File: src/sv/rmfs_pkg.sv
// Shared types and constants for the random mode field synthesizer.
// No dependencies; every other file imports this package.
package rmfs_pkg;

  localparam int TABLE_DEPTH = 64;
  localparam int ANGLE_BITS  = 16;
  localparam int IDX_W       = (TABLE_DEPTH > 1) ? $clog2(TABLE_DEPTH) : 1;
  localparam int CNT_W       = $clog2(TABLE_DEPTH + 1);
  localparam int SIDE_W      = 17;

  localparam logic [31:0] LCG_MUL    = 32'd1103515245;
  localparam logic [31:0] LCG_ADD    = 32'd12345;
  localparam logic [29:0] INV_TWO_PI = 30'd683565276;
  localparam logic [16:0] POLY_A     = 17'd102944;
  localparam logic [15:0] POLY_B     = 16'd42048;
  localparam logic [12:0] POLY_C     = 13'd4640;

  typedef enum logic [1:0] {
    ACT_RESEED   = 2'd0,
    ACT_GENERATE = 2'd1,
    ACT_EVALUATE = 2'd2,
    ACT_NOP      = 2'd3
  } action_t;

  typedef enum logic [1:0] {
    REG_MODE_COUNT = 2'd0,
    REG_K_MIN      = 2'd1,
    REG_K_MAX      = 2'd2,
    REG_FIELD_AMP  = 2'd3
  } reg_index_t;

  typedef struct packed {
    logic                  vld;
    logic [SIDE_W-1:0]     side;
    logic [ANGLE_BITS-1:0] ang;
  } sin_req_t;

  typedef struct packed {
    logic               vld;
    logic [SIDE_W-1:0]  side;
    logic signed [17:0] val;
  } sin_rsp_t;

endpackage

File: src/sv/rmfs_sine.sv
// Five-stage pipelined quarter-wave polynomial sine in Q16.
// Depends on rmfs_pkg for the request and response words.
module rmfs_sine
  import rmfs_pkg::*;
(
  input  logic     clk,
  input  logic     rst_n,
  input  sin_req_t req,
  output sin_rsp_t rsp
);

  logic [3:0]        v_r;
  logic [SIDE_W-1:0] side_r [4];
  logic [1:0]        q1_r, q2_r, q3_r, q4_r;
  logic [16:0]       t1_r, t2t_r, t3t_r, t4t_r;
  logic [16:0]       t2_r, t3sq_r;
  logic [15:0]       p1_r;
  logic [16:0]       p2_r;

  logic [ANGLE_BITS+5:0] tw;
  logic [15:0]           t16;
  logic [16:0]           t1;
  logic [33:0]           m1;
  logic [29:0]           m2;
  logic [32:0]           m3;
  logic [33:0]           m4;
  logic [16:0]           mag;

  always_comb begin
    tw  = {req.ang[ANGLE_BITS-3:0], 8'b0} >> (ANGLE_BITS - 10);
    t16 = tw[15:0];
    t1  = req.ang[ANGLE_BITS-2] ? (17'd65536 - {1'b0, t16}) : {1'b0, t16};
    m1  = t1_r * t1_r;
    m2  = t2_r * POLY_C;
    m3  = t3sq_r * p1_r;
    m4  = t4t_r * p2_r;
    mag = m4[32:16];
  end

  always_ff @(posedge clk) begin
    if (!rst_n) begin
      v_r     <= '0;
      rsp.vld <= 1'b0;
    end else begin
      v_r     <= {v_r[2:0], req.vld};
      rsp.vld <= v_r[3];
    end
    side_r[0] <= req.side;
    side_r[1] <= side_r[0];
    side_r[2] <= side_r[1];
    side_r[3] <= side_r[2];
    rsp.side  <= side_r[3];
    q1_r  <= req.ang[ANGLE_BITS-1:ANGLE_BITS-2];
    t1_r  <= t1;
    q2_r  <= q1_r;
    t2t_r <= t1_r;
    t2_r  <= m1[32:16];
    q3_r  <= q2_r;
    t3t_r <= t2t_r;
    t3sq_r <= t2_r;
    p1_r  <= POLY_B - {3'b0, m2[28:16]};
    q4_r  <= q3_r;
    t4t_r <= t3t_r;
    p2_r  <= POLY_A - {1'b0, m3[31:16]};
    rsp.val <= q4_r[1] ? -$signed({1'b0, mag}) : $signed({1'b0, mag});
  end

endmodule

File: config.mk
export PLATFORM = sky130hd
export DESIGN_NAME = rmfs_sine
export DESIGN_NICKNAME = d
export VERILOG_FILES = /design/src/sv/rmfs_pkg.sv /design/src/sv/rmfs_sine.sv
export SDC_FILE = /design/constraint.sdc
export NUM_CORES = 2
export LEC_CHECK = 0
export ABC_AREA = 0
export BUFFER_PORTS_ARGS = -buffer_cell sky130_fd_sc_hd__buf_2
export CORE_ASPECT_RATIO = 1.25
export CORE_UTILIZATION = 65
export DETAILED_ROUTE_END_ITERATION = 10
export PLACE_DENSITY = 0.83
export SYNTH_ARGS = -nofsm -noshare
export SYNTH_HDL_FRONTEND = slang
export SYNTH_SLANG_ARGS = --single-unit
File: constraint.sdc
create_clock -name clk -period 8.3 [get_ports clk]
set_input_delay 1.66 -clock clk [delete_from_list [all_inputs] [get_ports clk]]
set_output_delay 1.66 -clock clk [all_outputs]
set_load 0.1 [all_outputs]
==> results.json <==
{
  "status": "finished, violations left",
  "violations": "DRC",
  "wl_per_cell_um": 17.1,
  "worst_skew_pair.late_latency_ns": 0.54,
  "crit_path_end_kind": "register",
  "synthFlopType": "dfxtp_1",
  "rsz0062_at_grt": "no",
  "synth_top_family_by_area": "adder cells",
  "yosys.area_share.simple_pct": 14.0,
  "cts_resized": 0,
  "finalSetupViolations": 0,
  "synth.most_common_cell": "inv_1",
  "cap_violations": 0,
  "layout-drive-gt1-share_pct": 4.97,
  "die_y_um": 241,
  "hold_buffers": 0,
  "synthTopCellsByArea": "fa_1 (36%), dfxtp_1 (16%), ha_1 (16%)",
  "grt_pass1_vias": 22731,
  "synth-compound-area-share_pct": 5.21,
  "fin_hold_ws_ns": 0.310,
  "setup_tns_ns": 0,
  "stdcell_count": 3715,
  "hold_depth": 0,
  "grt_pass1_wl_um": 106000,
  "numCtsBuffers": 24,
  "grt_start_max_net_pins": 19,
  "dpl.hpwl_um": 51200,
  "fmax_ghz": 0.132,
  "rr_worst_depth": 22,
  "cts_setup_buffers": 0,
  "wirelength_um": 63300,
  "drt_iter0_drc": 1110,
  "slew_viol_final": 0,
  "async_flop_share_pct": 0,
  "arrival_ns": 7.96,
  "cts_sinks": 237,
  "htreeDepth": 1,
  "clock_path_buffers": 3,
  "synth_cells": 3101,
  "synth_fp_nets": 4033,
  "gp_congestion": 0.900,
  "die-width_um": 193,
  "cp_max_fo": 17,
  "crit_top_cell": "fa_1",
  "critPathMaxStageDelay_ns": 0.84,
  "cp-start-kind": "register",
  "path_class": "reg -> reg",
  "synth_cell_types": 80,
  "die_area_um2": 46400,
  "synthTopCellsByCount": "inv_1 (680), fa_1 (528), nand2_1 (383)",
  "hold_viol": 0,
  "place.port_buffers": 71,
  "track_usage_pct": 28.8,
  "antenna_found_initial": 0,
  "start_util_pct": 65.7,
  "yosys_warnings": 0,
  "synthXorXnorAreaFrac_pct": 3.28,
  "path_cells": "nand2_1 > fa_1 > inv_1 > fa_1 > inv_1 > fa_1 > inv_1 > fa_1 > fa_1 > inv_1 > fa_1 > inv_1 > ha_1 > nand4_1 > nor3_1 > o21a_1 > o21ai_0 > and2_1 > or3_1 > or4_1 > o41ai_2 > xnor2_1",
  "clk_pin_slew_ns": 0.06,
  "hold_class": "reg -> reg",
  "synth-seq-cells": 237,
  "num_vias": 20666,
  "diodes": 0,
  "yosysTopAreaCell": "fa_1",
  "period_needed_ns": 7.56,
  "synth_edf_count": 0,
  "dpl-instance-area_um2": 30500,
  "syn2layout_area_growth_pct": 5.44,
  "syn_avg_cell_area_um2": 9.54,
  "finClkSkew_ns": 0.0240,
  "place_inst": 3672,
  "viasPerCell": 5.56,
  "worst_slew_pin_slew_ns": 0.948,
  "core-area_um2": 45100,
  "fin_crit_sh_pct": 91.1,
  "fill_cells": 3283,
  "grt_overflow": 0,
  "slowest_stage": "dfxtp_1",
  "drc": 3,
  "synth_area_um2": 29600,
  "postRouteAntennaNets": 0,
  "firstDrtPassIters": 10,
  "synth_adder_area_share_pct": 51.3,
  "clockRootBuffer": "clkbuf_16",
  "yosys.area.top_type_share_pct": 35.7,
  "nets": 4052,
  "seq_area_frac_synth_pct": 16.0,
  "max_slew_margin_pct": 36.3,
  "rows": 87,
  "muxShareOfSynthArea_pct": 0.283,
  "cts_tree": "done",
  "final_cell_area_um2": 31200,
  "crit_required_ns": 8.70,
  "io_pins": 72
}
## worst max-delay path, delay by kind of cell, from the launching register on
kind                       cells  cell delay (ns)
adders and majority gates      7             3.37
and+or+nand+nor                6             2.21
DFF                            1             0.84
AOI/OAI and AO/OA              3             0.65
buffers and inverters          5             0.24
xor gates and xnor gates       1             0.13
## area by class of cell
cell class	instances	area [um2]	area share, %
Timing Repair Buffer	91	505	1.62
Multi-Input combinational cell	2086	21900	70.3
Clock inverter	15	133	0.425
Tap cell	578	723	2.32
Inverter	680	2550	8.18
Clock buffer	28	626	2.00
Sequential cell	237	4740	15.2
## state kept, by name, indices dropped and copies added, names as in the netlist, 4 cells and up
register	count
p1_r	14
p2_r	17
rsp	36
side_r	68
t1_r	15
t2_r	17
t2t_r	15
t3sq_r	17
t3t_r	15
t4t_r	15
v_r	4
## final timing paths
path / startpoint / end / slack, ns
setup / recovery: t4t_r[9]$_DFF_P_ / rsp[14]$_DFF_P_ / 0.74
hold / removal: t2t_r[3]$_DFF_P_ / t3t_r[3]$_DFF_P_ / 0.31
setup reg to reg: t4t_r[9]$_DFF_P_ / rsp[14]$_DFF_P_ / 0.74
hold reg to reg: t2t_r[3]$_DFF_P_ / t3t_r[3]$_DFF_P_ / 0.31
## cell families (layout without fill, tap and decap cells)
kind of cell / after synthesis / count (layout)
xor gates and xnor gates: 111 / 111
and+or+nand+nor: 850 / 850
adders and majority gates: 896 / 896
muxes: 8 / 8
buffers and inverters: 778 / 814
DFF: 237 / 237
AOI/OAI and AO/OA: 221 / 221
## cells in the final DEF (no fill, tap or decap), types with 24 or more instances in the layout
master / count
inv_1: 680
fa_1: 528
nand2_1: 383
ha_1: 368
and2_1: 261
dfxtp_1: 237
xnor2_1: 81
nor2_1: 75
buf_2: 71
a21oi_1: 53
xor2_1: 30
o21ai_0: 29
nor3_1: 26
clkbuf_16: 24
## through the flow
step / utilization [%] / setup WS, ns
after global routing: 69.3 / 0.190
after detailed placement: 67.6 / 0.787
after global placement: 67.6 / 1.07
final: 69.3 / 0.738
after floorplan: - / 1.42
after CTS: 69.3 / 0.795
## layer usage
layer	vias up	GRT usage, %	part of all wire [%]
met5	-	0	0
met4	0	12.9	4.5
met3	212	3.48	5.4
met2	675	53.7	53
met1	10310	32.7	37
li1	9469	-	-
Power is not shown: default switching activity piles up to over one toggle a cycle in this logic, so the estimate is an artifact.
