$ cat src/sv/rmfs_pkg.sv
// Shared types and constants for the random mode field synthesizer.
// No dependencies; every other file imports this package.
package rmfs_pkg;

  localparam int TABLE_DEPTH = 64;
  localparam int ANGLE_BITS  = 16;
  localparam int IDX_W       = (TABLE_DEPTH > 1) ? $clog2(TABLE_DEPTH) : 1;
  localparam int CNT_W       = $clog2(TABLE_DEPTH + 1);
  localparam int SIDE_W      = 17;

  localparam logic [31:0] LCG_MUL    = 32'd1103515245;
  localparam logic [31:0] LCG_ADD    = 32'd12345;
  localparam logic [29:0] INV_TWO_PI = 30'd683565276;
  localparam logic [16:0] POLY_A     = 17'd102944;
  localparam logic [15:0] POLY_B     = 16'd42048;
  localparam logic [12:0] POLY_C     = 13'd4640;

  typedef enum logic [1:0] {
    ACT_RESEED   = 2'd0,
    ACT_GENERATE = 2'd1,
    ACT_EVALUATE = 2'd2,
    ACT_NOP      = 2'd3
  } action_t;

  typedef enum logic [1:0] {
    REG_MODE_COUNT = 2'd0,
    REG_K_MIN      = 2'd1,
    REG_K_MAX      = 2'd2,
    REG_FIELD_AMP  = 2'd3
  } reg_index_t;

  typedef struct packed {
    logic                  vld;
    logic [SIDE_W-1:0]     side;
    logic [ANGLE_BITS-1:0] ang;
  } sin_req_t;

  typedef struct packed {
    logic               vld;
    logic [SIDE_W-1:0]  side;
    logic signed [17:0] val;
  } sin_rsp_t;

endpackage

$ cat src/sv/rmfs_sqrt.sv
// Iterative integer square root, two radicand bits per cycle.
// Depends on rmfs_pkg only for the common import convention.
module rmfs_sqrt
  import rmfs_pkg::*;
(
  input  logic        clk,
  input  logic        rst_n,
  input  logic        start,
  input  logic [33:0] rad,
  output logic        done,
  output logic [16:0] root
);

  logic [34:0] v_r, r_r, bit_r;
  logic [4:0]  cnt_r;
  logic        run_r;
  logic [34:0] trial;

  assign trial = r_r + bit_r;
  assign root  = r_r[16:0];

  always_ff @(posedge clk) begin
    if (!rst_n) begin
      run_r <= 1'b0;
      done  <= 1'b0;
      cnt_r <= '0;
    end else if (start) begin
      run_r <= 1'b1;
      done  <= 1'b0;
      cnt_r <= 5'd17;
    end else if (run_r) begin
      cnt_r <= cnt_r - 5'd1;
      if (cnt_r == 5'd1) begin
        run_r <= 1'b0;
        done  <= 1'b1;
      end
    end else begin
      done <= 1'b0;
    end
    if (start) begin
      v_r   <= {1'b0, rad};
      r_r   <= '0;
      bit_r <= 35'h1_0000_0000;
    end else if (run_r) begin
      if (v_r >= trial) begin
        v_r <= v_r - trial;
        r_r <= (r_r >> 1) + bit_r;
      end else begin
        r_r <= r_r >> 1;
      end
      bit_r <= bit_r >> 2;
    end
  end

endmodule

$ cat config.mk
export PLATFORM = sky130hd
export DESIGN_NAME = rmfs_sqrt
export DESIGN_NICKNAME = d
export VERILOG_FILES = /design/src/sv/rmfs_pkg.sv /design/src/sv/rmfs_sqrt.sv
export SDC_FILE = /design/constraint.sdc
export NUM_CORES = 1
export LEC_CHECK = 0
export ABC_CLOCK_PERIOD_IN_PS = 9090
export BUFFER_PORTS_ARGS = -buffer_cell sky130_fd_sc_hd__clkbuf_2
export CORE_ASPECT_RATIO = 1.4
export CORE_UTILIZATION = 62
export CTS_BUF_LIST = sky130_fd_sc_hd__clkbuf_4 sky130_fd_sc_hd__clkbuf_8 sky130_fd_sc_hd__clkbuf_16
export CTS_CLUSTER_SIZE = 12
export DETAILED_ROUTE_END_ITERATION = 6
export PLACE_DENSITY = 0.92
export SYNTH_ARGS = -nofsm -noshare
export SYNTH_HDL_FRONTEND = slang
export SYNTH_SLANG_ARGS = --single-unit
$ cat constraint.sdc
create_clock -name clk -period 9.09 [get_ports clk]
set_clock_uncertainty 0.1 [all_clocks]
set_input_delay 1.818 -clock clk [delete_from_list [all_inputs] [get_ports clk]]
set_output_delay 1.818 -clock clk [all_outputs]
set_load 0.1 [all_outputs]
==> results of run 1 <==
[report_power, final]
| group | internal [mW] | total (mW) | switching (mW) |
|---|---|---|---|
| registers | 0.595 | 0.705 | 0.110 |
| clock network | 0.197 | 0.370 | 0.174 |
| logic | 0.661 | 1.83 | 1.17 |
[cells by family after synthesis]
logic type,count (synthesis),synth area share [%]
AOI/OAI and AO/OA,319,25.9
DFF,94,27.2
buffers and inverters,95,6.03
xor gates and xnor gates,76,8.16
and+or+nand+nor,309,17.6
muxes,29,3.63
adders and majority gates,74,11.4
[metrics by stage]
| step | worst slack, ps | hold slack (ps) | std cells | area, um2 |
|---|---|---|---|---|
| global placement | 3390 | 380 | 1141 | 8280 |
| CTS | 3220 | 405 | 1157 | 8550 |
| floorplan | 2220 | 365 | 996 | 8160 |
| finish | 3160 | 403 | 1157 | 8550 |
| global route | 2730 | 426 | 1157 | 8550 |
| detailed placement | 3280 | 397 | 1141 | 8280 |
[placed cells by master, fill, tap and decap left out, types with 6 or more instances in the layout]
| cell type | instances |
|---|---|
| a211oi_1 | 19 |
| a21o_1 | 25 |
| a21oi_1 | 52 |
| a221oi_1 | 8 |
| a311oi_1 | 13 |
| a31oi_1 | 30 |
| and2_1 | 6 |
| and3_1 | 14 |
| and4_1 | 7 |
| clkbuf_16 | 9 |
| clkbuf_2 | 53 |
| dfxtp_1 | 59 |
| edfxtp_1 | 34 |
| ha_1 | 73 |
| inv_1 | 30 |
| mux2i_1 | 24 |
| nand2_1 | 103 |
| nand2b_1 | 9 |
| nand3_1 | 14 |
| nand4_1 | 13 |
| nor2_1 | 94 |
| nor3_1 | 16 |
| o211ai_1 | 12 |
| o21a_1 | 7 |
| o21ai_0 | 82 |
| o21bai_1 | 12 |
| o31ai_1 | 6 |
| o32ai_1 | 6 |
| or3_1 | 11 |
| xnor2_1 | 34 |
| xor2_1 | 42 |
[area by class of cell]
cell class | count | area [um2] | area share [%]
Timing Repair Buffer | 56 | 288 | 3.36
Sequential cell | 94 | 2220 | 26.0
Tap cell | 153 | 191 | 2.24
Clock inverter | 5 | 31.3 | 0.366
Inverter | 31 | 116 | 1.36
Clock buffer | 11 | 246 | 2.88
Multi-Input combinational cell | 807 | 5460 | 63.8
[flip-flops by register name, summed over array words and instances (netlist names)]
name / flops
run_r: 1
r_r: 35
bit_r: 17
v_r: 35
done: 1
cnt_r: 5
[worst min path at each step]
stage	start	end	depth (start not counted)
after global routing	v_r[34]	v_r[34]	2
final	v_r[34]	v_r[34]	2
after detailed placement	v_r[34]	v_r[34]	2
after floorplan	v_r[34]	v_r[34]	2
after global placement	done	done	2
after CTS	v_r[34]	v_r[34]	2
[Yosys cell counts, types with 5 or more instances]
cell | n | area, um2
xor2_1 | 42 | 368
nand4_1 | 13 | 81.3
o21a_1 | 7 | 52.6
mux2i_1 | 24 | 240
a21o_1 | 25 | 188
dfxtp_1 | 60 | 1200
a31oi_1 | 30 | 188
mux2_2 | 5 | 56.3
nand2b_1 | 9 | 56.3
or3_1 | 11 | 68.8
a311oi_1 | 13 | 114
buf_4 | 22 | 165
ha_1 | 73 | 913
buf_6 | 6 | 67.6
and4_1 | 7 | 61.3
nor2b_1 | 5 | 31.3
a221oi_1 | 8 | 70.1
o21ai_0 | 83 | 415
a211oi_1 | 19 | 143
o211ai_1 | 12 | 90.1
o31ai_1 | 6 | 45.0
xnor2_1 | 34 | 298
edfxtp_1 | 34 | 1020
nor3b_1 | 5 | 37.5
nand3_1 | 14 | 70.1
o21bai_1 | 12 | 90.1
and2_1 | 6 | 37.5
nand2_1 | 103 | 387
nor3_1 | 16 | 80.1
o32ai_1 | 6 | 52.6
clkbuf_1 | 28 | 105
and3_1 | 14 | 87.6
nor2_1 | 94 | 353
a21oi_1 | 52 | 260
inv_1 | 30 | 113
[critical path, stage by stage (launching register included)]
cell	delay, ps
dfxtp_1	530
ha_1	350
a211oi_1	260
a211oi_1	130
a21oi_1	320
o21ai_1	190
a31oi_1	380
o21bai_1	170
a31o_2	280
xnor2_1	120
ha_1	430
and3_1	280
nand4_1	110
o31a_1	270
nand2b_1	300
o21ai_4	320
o21ai_4	940
[per-layer routing]
layer | global-route usage (%) | wire length, um | vias to the layer above
met5 | 0 | 0 | -
met4 | 18.7 | 1010 | 0
met3 | 5.43 | 1340 | 74
met2 | 53.3 | 9910 | 307
met1 | 36.3 | 8400 | 3552
li1 | - | - | 3692
==> run_results.csv, run 1 <==
group,metric,value,unit
run_status,status,"completed",
setup_path,ff2ff_setup_slack,3160,ps
synthesis,ys_seq_area_share,27.2,%
final_layout,fin_util,66.8,%
routing,post_drt_wl_per_cell,17.9,um
global_routing,grt_pass1_vias,7128,
timing,tns,0,ps
power,p_leak,3.42,nW
placement,place_congestion,0.948,
synthesis,syn_avg_cell_area,8.19,um2
setup_path,crit_type,"register to register",
floorplanning,std_cell_rows,49,
floorplanning,die_x,99.0,um
floorplanning,initial_core_util,63.7,%
global_routing,grt_start_max_net_pins,77,
final_layout,diodes,0,
floorplanning,pin_count,55,
routing,vias,7625,
routing,postRouteAntennaNets,0,
routing,drt_drc_violations_left,0,
routing,routed_wl,20.7,mm
synthesis,synth_ff_type,"dfxtp_1",
setup_path,startpoint_type,"register",
synthesis,synth_cells,996,
cts,cts_tree,"yes",
worst_hold_path,hp-class,"register to register",
floorplanning,coreArea,0.0128,mm2
synthesis,ys_seq_elements,94,
timing,fmax,169,MHz
setup_path,cp-endpoint,"v_r[28]",
setup_path,reg2regPathDepth,16,
global_routing,grt_pass1_wl,33.8,mm
final_layout,drive_above_1_share,9.16,%
routing,vias_per_cell,6.59,
timing,finalMaxSlewViolations,0,
timing,fin_crit_sh,65.2,%
setup_path,path_max_fanout,40,
timing,max_slew_margin,26.9,%
global_routing,grtUsageTotal,31.1,%
cts,cts_root_buffer,"clkbuf_16",
synthesis,ys_types,73,
synthesis,syn-num-nets,1107,
timing,finalSetupViolations,0,
global_routing,antenna_found_initial,0,
final_layout,areaGrowthSynthToFinish,4.83,%
timing,tightest_slew,1090,ps
routing,dr.pass1.iters,7,
timing,rsz0062_at_grt,"false",
setup_path,cp-end-kind,"register",
cts,cts.sinks,94,
synthesis,syn_area,0.00816,mm2
synthesis,synth_edf_count,34,
cts,clock_latency,350,ps
cts,clkTransAtPathRegs,70,ps
floorplanning,chipHeight,138,um
cts,h-tree-depth,3,
timing,hold_viol_final,0,
cts,clockBufferDepth,2,
power,p_per_area,339,mW/mm2
run,drv_cap,0,
placement,portBuffers,54,
cts,cts-buffers-inserted,9,
cts,holdBufCountCts,0,
global_routing,grt_overflow_total,0,
setup_path,timing.rr.end,"v_r[28]",
power,vdd_drop_max,0.252,mV
cts,cts_resized,0,
floorplanning,die-area,0.0136,mm2
setup_path,setup.worst_path.start,"r_r[4]",
final_layout,fillers,1017,
setup_path,critPathRequiredTime,8960,ps
routing,drt_iter0_drc,557,
timing,fin_crit,5930,ps
setup_path,rr_startpoint,"r_r[4]",
placement,dp_hpwl,15.0,mm
final_layout,layout.nets,1110,
synthesis,yosysWarnings,0,
setup_path,cp.arrival,5800,ps
synthesis,async_flop_share,0,%
power,power,2.90,mW
cts,postCtsSetupBuffers,0,
(Power assumes the default switching activity.)
==> run 2, diff against run 1 <==
ABC_CLOCK_PERIOD_IN_PS = 5700   (was 9090)
clock period = 5.7 ns   (was 9.09 ns; I/O delays follow)
==> run 2 against run 1 <==
Effect of this change:
- sequential share of layout area fell by 0.23 points
- sequential cell count did not move
- design area rose by 0.89%
- die area did not move
- clock power rose by 58%
- setup slack got worse by 2700 ps
- first-iteration DRC count fell by 15%
- total power rose by 64%
==> run_results.csv, run 2 (synthesis gave the netlist of run 1 again) <==
group,metric,value,unit
run_status,status,"completed",
global_routing,grt_overflow_total,0,
global_routing,grt_pass1_wl,34.2,mm
final_layout,drive_above_1_share,10.1,%
worst_hold_path,holdPathEnd,"v_r[34]",
global_routing,grtUsageTotal,31.6,%
timing,finalSetupViolations,0,
setup_path,cp.arrival,5150,ps
worst_hold_path,hold_path_startpoint,"v_r[34]",
placement,dpl_worst_slack,359,ps
timing,worst_slack,490,ps
routing,vias_per_cell,6.60,
power,p_leak,3.46,nW
floorplanning,initial_core_util,63.7,%
setup_path,path_max_fanout,34,
routing,drt_drc_violations_left,0,
cts,cts_root_buffer,"clkbuf_16",
timing,fin_crit,5210,ps
power,p_per_area,551,mW/mm2
routing,drt_iter0_drc,474,
floorplanning,chipHeight,138,um
floorplanning,die-area,0.0136,mm2
cts,cts.sinks,94,
global_routing,antenna_found_initial,0,
timing,rsz0062_at_grt,"false",
setup_path,slowest_stage,"dfxtp_1",
timing,hold_viol_final,0,
routing,dr.pass1.iters,5,
final_layout,largestRegisters,"r_r (35), v_r (35), bit_r (17)",
timing,finalMaxSlewViolations,0,
placement,dp_hpwl,15.2,mm
setup_path,critPathRequiredTime,5640,ps
timing,fmax,192,MHz
setup_path,reg2regPathDepth,18,
placement,portBuffers,54,
setup_path,cp-end-kind,"register",
run,drv_cap,0,
power,power,4.76,mW
cts,clockBufferDepth,2,
floorplanning,die_x,99.0,um
timing,max_slew_margin,43.6,%
routing,vias,7701,
final_layout,fin_util,67.3,%
global_routing,grt_pass1_vias,7166,
setup_path,timing.rr.end,"v_r[32]",
floorplanning,pin_count,55,
cts,h-tree-depth,3,
setup_path,cpLargestDelayFamily,"compound AO/OA/AOI/OAI gates",
cts,clock_latency,370,ps
routing,postRouteAntennaNets,0,
cts,clkTransAtPathRegs,70,ps
setup_path,crit_type,"register to register",
final_layout,areaGrowthSynthToFinish,5.77,%
final_layout,final_cell_mix,"nand2_1, nor2_1, o21ai_0, ha_1, dfxtp_1",
final_layout,diodes,0,
power,vdd_drop_max,0.307,mV
routing,post_drt_wl_per_cell,18.0,um
final_layout,layout_commonest_cell,"nand2_1",
worst_hold_path,hp-class,"register to register",
cts,cts_tree,"yes",
setup_path,startpoint_type,"register",
placement,place_congestion,0.967,
setup_path,cp_num_buf_inv,2,
floorplanning,coreArea,0.0128,mm2
global_routing,grt_start_max_net_pins,77,
setup_path,slowest_delay,430,ps
setup_path,crit_path_cell_trace,"ha_1, a31oi_1, a211oi_1, a21oi_1, o21ai_1, a31oi_1, o21bai_1, a31o_2, xnor2_1, ha_1, and3_1, nand4_1, o31a_1, nand2b_2, o21ai_4, buf_4, o21ai_4, buf_6",
floorplanning,std_cell_rows,49,
routing,routed_wl,21.0,mm
timing,fin_crit_sh,91.4,%
timing,tightest_slew,835,ps
setup_path,rr_startpoint,"r_r[2]",
timing,tns,0,ps
worst_hold_path,whs_path_depth,2,
cts,holdBufCountCts,0,
setup_path,ff2ff_setup_slack,490,ps
cts,cts-buffers-inserted,9,
final_layout,layout.nets,1120,
## run 2: changes by cell type in the layout (fill, tap and decap cells not counted), sizes merged
cell | before | now
buf | 3 | 13
clkbuf | 64 | 63
clkinv | 2 | 3
inv | 34 | 33
## run 2: metal layers
| layer | wire length (um) | vias up | track usage [%] |
|---|---|---|---|
| li1 | - | 3708 | - |
| met1 | 8510 | 3583 | 37.1 |
| met2 | 10200 | 330 | 54.0 |
| met3 | 1210 | 80 | 4.11 |
| met4 | 1100 | 0 | 21.4 |
| met5 | 0 | - | 0 |
## run 2: tightest hold or removal path: stages (launching register included)
cell and delay [ps]:
dfxtp_1 320, o211ai_1 70, o41ai_1 60
## run 2: power by group
group / switching, mW / internal [mW] / total [mW]
clock network: 0.280 / 0.306 / 0.586
logic: 1.93 / 1.12 / 3.05
registers: 0.172 / 0.948 / 1.12
## run 2: through the flow
step / area, um2 / std cells / hold WS [ps]
global placement: 8350 / 1151 / 380
floorplan: 8160 / 996 / 365
CTS: 8620 / 1166 / 397
finish: 8630 / 1166 / 397
detailed placement: 8350 / 1151 / 387
global route: 8630 / 1166 / 408
## run 2: cell type report
cell class              instances  area [um2]
multi-input cells             807        5460
fillers                      1033        4180
flip-flops and latches         94        2220
repair buffers                 66         367
clock buffers                  10         239
well taps                     153         191
inverters                      31         116
clock inverters                 5        33.8
## run 2: how the worst max path moves through the flow
stage	start	end	slack [ps]	cells after the start
after floorplan	r_r[2]	v_r[0]	410	19
after global placement	r_r[2]	v_r[33]	480	18
after detailed placement	r_r[2]	v_r[33]	360	18
after CTS	r_r[2]	v_r[33]	320	18
after global routing	r_r[2]	r_r[18]	50	19
final	r_r[2]	v_r[32]	490	18
## run 2: timing repair
action / in CTS / in global routing
gates resized for setup: 0 / 2
endpoints found under the hold margin: 0 / 0
setup endpoints to repair: 0 / 38
buffers inserted: 0 / 0
==> run 3, diff against run 2 <==
CORE_UTILIZATION = 35   (was 62)
PLACE_DENSITY = 0.62   (was 0.92)
==> run 3 against run 2 <==
Effect of this change:
- worst hold slack improved by 5.0 ps
- core utilization is 28 points lower
- setup slack lost 31 ps
- highest routed layer unchanged
- sequential power barely moved
- die area rose by 76%
- critical path type unchanged
==> run_results.csv, run 3 (synthesis gave the netlist of run 1 again) <==
group,metric,value,unit
cts,h-tree-depth,3,
routing,drt_iter0_drc,594,
cts,clockBufferDepth,2,
run,drv_cap,0,
timing,worst_slack,459,ps
setup_path,path_max_fanout,10,
routing,met1_length,9.74,mm
power,p_leak,3.47,nW
setup_path,startpoint_type,"register",
floorplanning,chipHeight,183,um
final_layout,areaGrowthSynthToFinish,8.59,%
floorplanning,std_cell_rows,65,
placement,placed_cell_area,0.00856,mm2
timing,finalMaxSlewViolations,0,
placement,portBuffers,54,
floorplanning,coreArea,0.0227,mm2
placement,place_congestion,0.878,
routing,met3_length,648,um
cts,cts_root_buffer,"clkbuf_16",
routing,wl_met2,10.9,mm
global_routing,grt_pass1_wl,35.0,mm
floorplanning,pin_count,55,
timing,fmax,191,MHz
cts,clkTransAtPathRegs,70,ps
timing,hold_viol_final,0,
timing,max_slew_margin,39.6,%
placement,dp_hpwl,16.4,mm
final_layout,fin_area,0.00886,mm2
run_status,status,"completed",
power,vdd_drop_max,0.441,mV
routing,dr.pass1.iters,5,
cts,cts_tree,"yes",
setup_path,crit_type,"register to register",
final_layout,final_cell_mix,"nand2_1, nor2_1, o21ai_0, ha_1, dfxtp_1",
timing,finalSetupViolations,0,
routing,vias_per_cell,5.61,
worst_hold_path,hp-class,"register to register",
power,p_per_area,540,mW/mm2
floorplanning,die-area,0.0239,mm2
timing,tightest_slew,895,ps
global_routing,grtUsageTotal,18.7,%
power,power,4.78,mW
cts,cts.sinks,94,
routing,highest_layer,"met4",
final_layout,instances_no_fill,1315,
global_routing,antenna_found_initial,0,
cts,cts-buffers-inserted,9,
cts,clock_latency,370,ps
global_routing,grt_start_max_net_pins,73,
final_layout,diodes,0,
timing,rsz0062_at_grt,"false",
global_routing,grt_pass1_vias,6991,
final_layout,layout.nets,1120,
final_layout,largestRegisters,"r_r (35), v_r (35), bit_r (17)",
floorplanning,die_x,131,um
floorplanning,initial_core_util,36.0,%
setup_path,cp.arrival,5410,ps
routing,post_drt_wl_per_cell,16.6,um
final_layout,regArea,0.00222,mm2
cts,holdBufCountCts,0,
routing,vias,7375,
final_layout,multi_input_area,0.00547,mm2
timing,hold_slack,402,ps
routing,drt_drc_violations_left,0,
setup_path,critPathRequiredTime,5860,ps
setup_path,cp-end-kind,"register",
cts,postCtsSetupBuffers,0,
timing,fin_crit,5240,ps
placement,dp.cells,1299,
final_layout,drive_above_1_share,10.3,%
placement,dpl_worst_slack,372,ps
final_layout,fillers,2319,
timing,fin_crit_sh,91.9,%
final_layout,layout_commonest_cell,"nand2_1",
routing,routed_wl,21.8,mm
routing,postRouteAntennaNets,0,
global_routing,grt_overflow_total,0,
final_layout,fin_util,39.0,%
timing,tns,0,ps
==> run 3: what timing repair did <==
item                       CTS  global route
hold endpoints to repair     0             0
setup endpoints to repair    0            10
resized for setup            0             2
==> run 3: cell type report <==
class	instances	area share, %
multi-input cells	807	61.7
flip-flops and latches	94	25.1
repair buffers	66	4.38
well taps	301	4.25
clock buffers	9	2.54
inverters	31	1.31
clock inverters	7	0.706
==> run 3: report_power, final <==
part	total [mW]	internal (mW)	switching [mW]
Clock	0.609	0.305	0.303
Combinational	3.06	1.15	1.90
Sequential	1.12	0.947	0.169
==> run 3: final timing paths <==
| path | start | end | slack, ps | depth (start not counted) |
|---|---|---|---|---|
| worst max-delay path | r_r[2] | r_r[26] | 460 | 19 |
| worst min-delay path | r_r[0] | r_r[0] | 400 | 2 |
| worst max register to register | r_r[2] | r_r[26] | 460 | 19 |
| worst min register to register | r_r[0] | r_r[0] | 400 | 2 |
==> run 3: worst max-delay path, stage by stage (launching register included) <==
cell      delay, ps
dfxtp_1         430
ha_1            320
a31oi_2         310
a211oi_2        160
a21oi_1         310
o21bai_1        170
a31oi_1         280
o21bai_1        110
xnor2_1         150
ha_1            480
and3_1          390
nand2_2          80
or3_1           370
a31oi_1         270
or2_1           240
buf_4           200
o21a_1          160
buf_4           190
mux2i_1         100
a221oi_1        320
==> run 3: routing by layer <==
| metal | track usage (%) | up-vias |
|---|---|---|
| met5 | 0 | - |
| met1 | 22.9 | 3464 |
| met2 | 32.8 | 159 |
| li1 | - | 3716 |
| met4 | 7.40 | 0 |
| met3 | 2.32 | 36 |
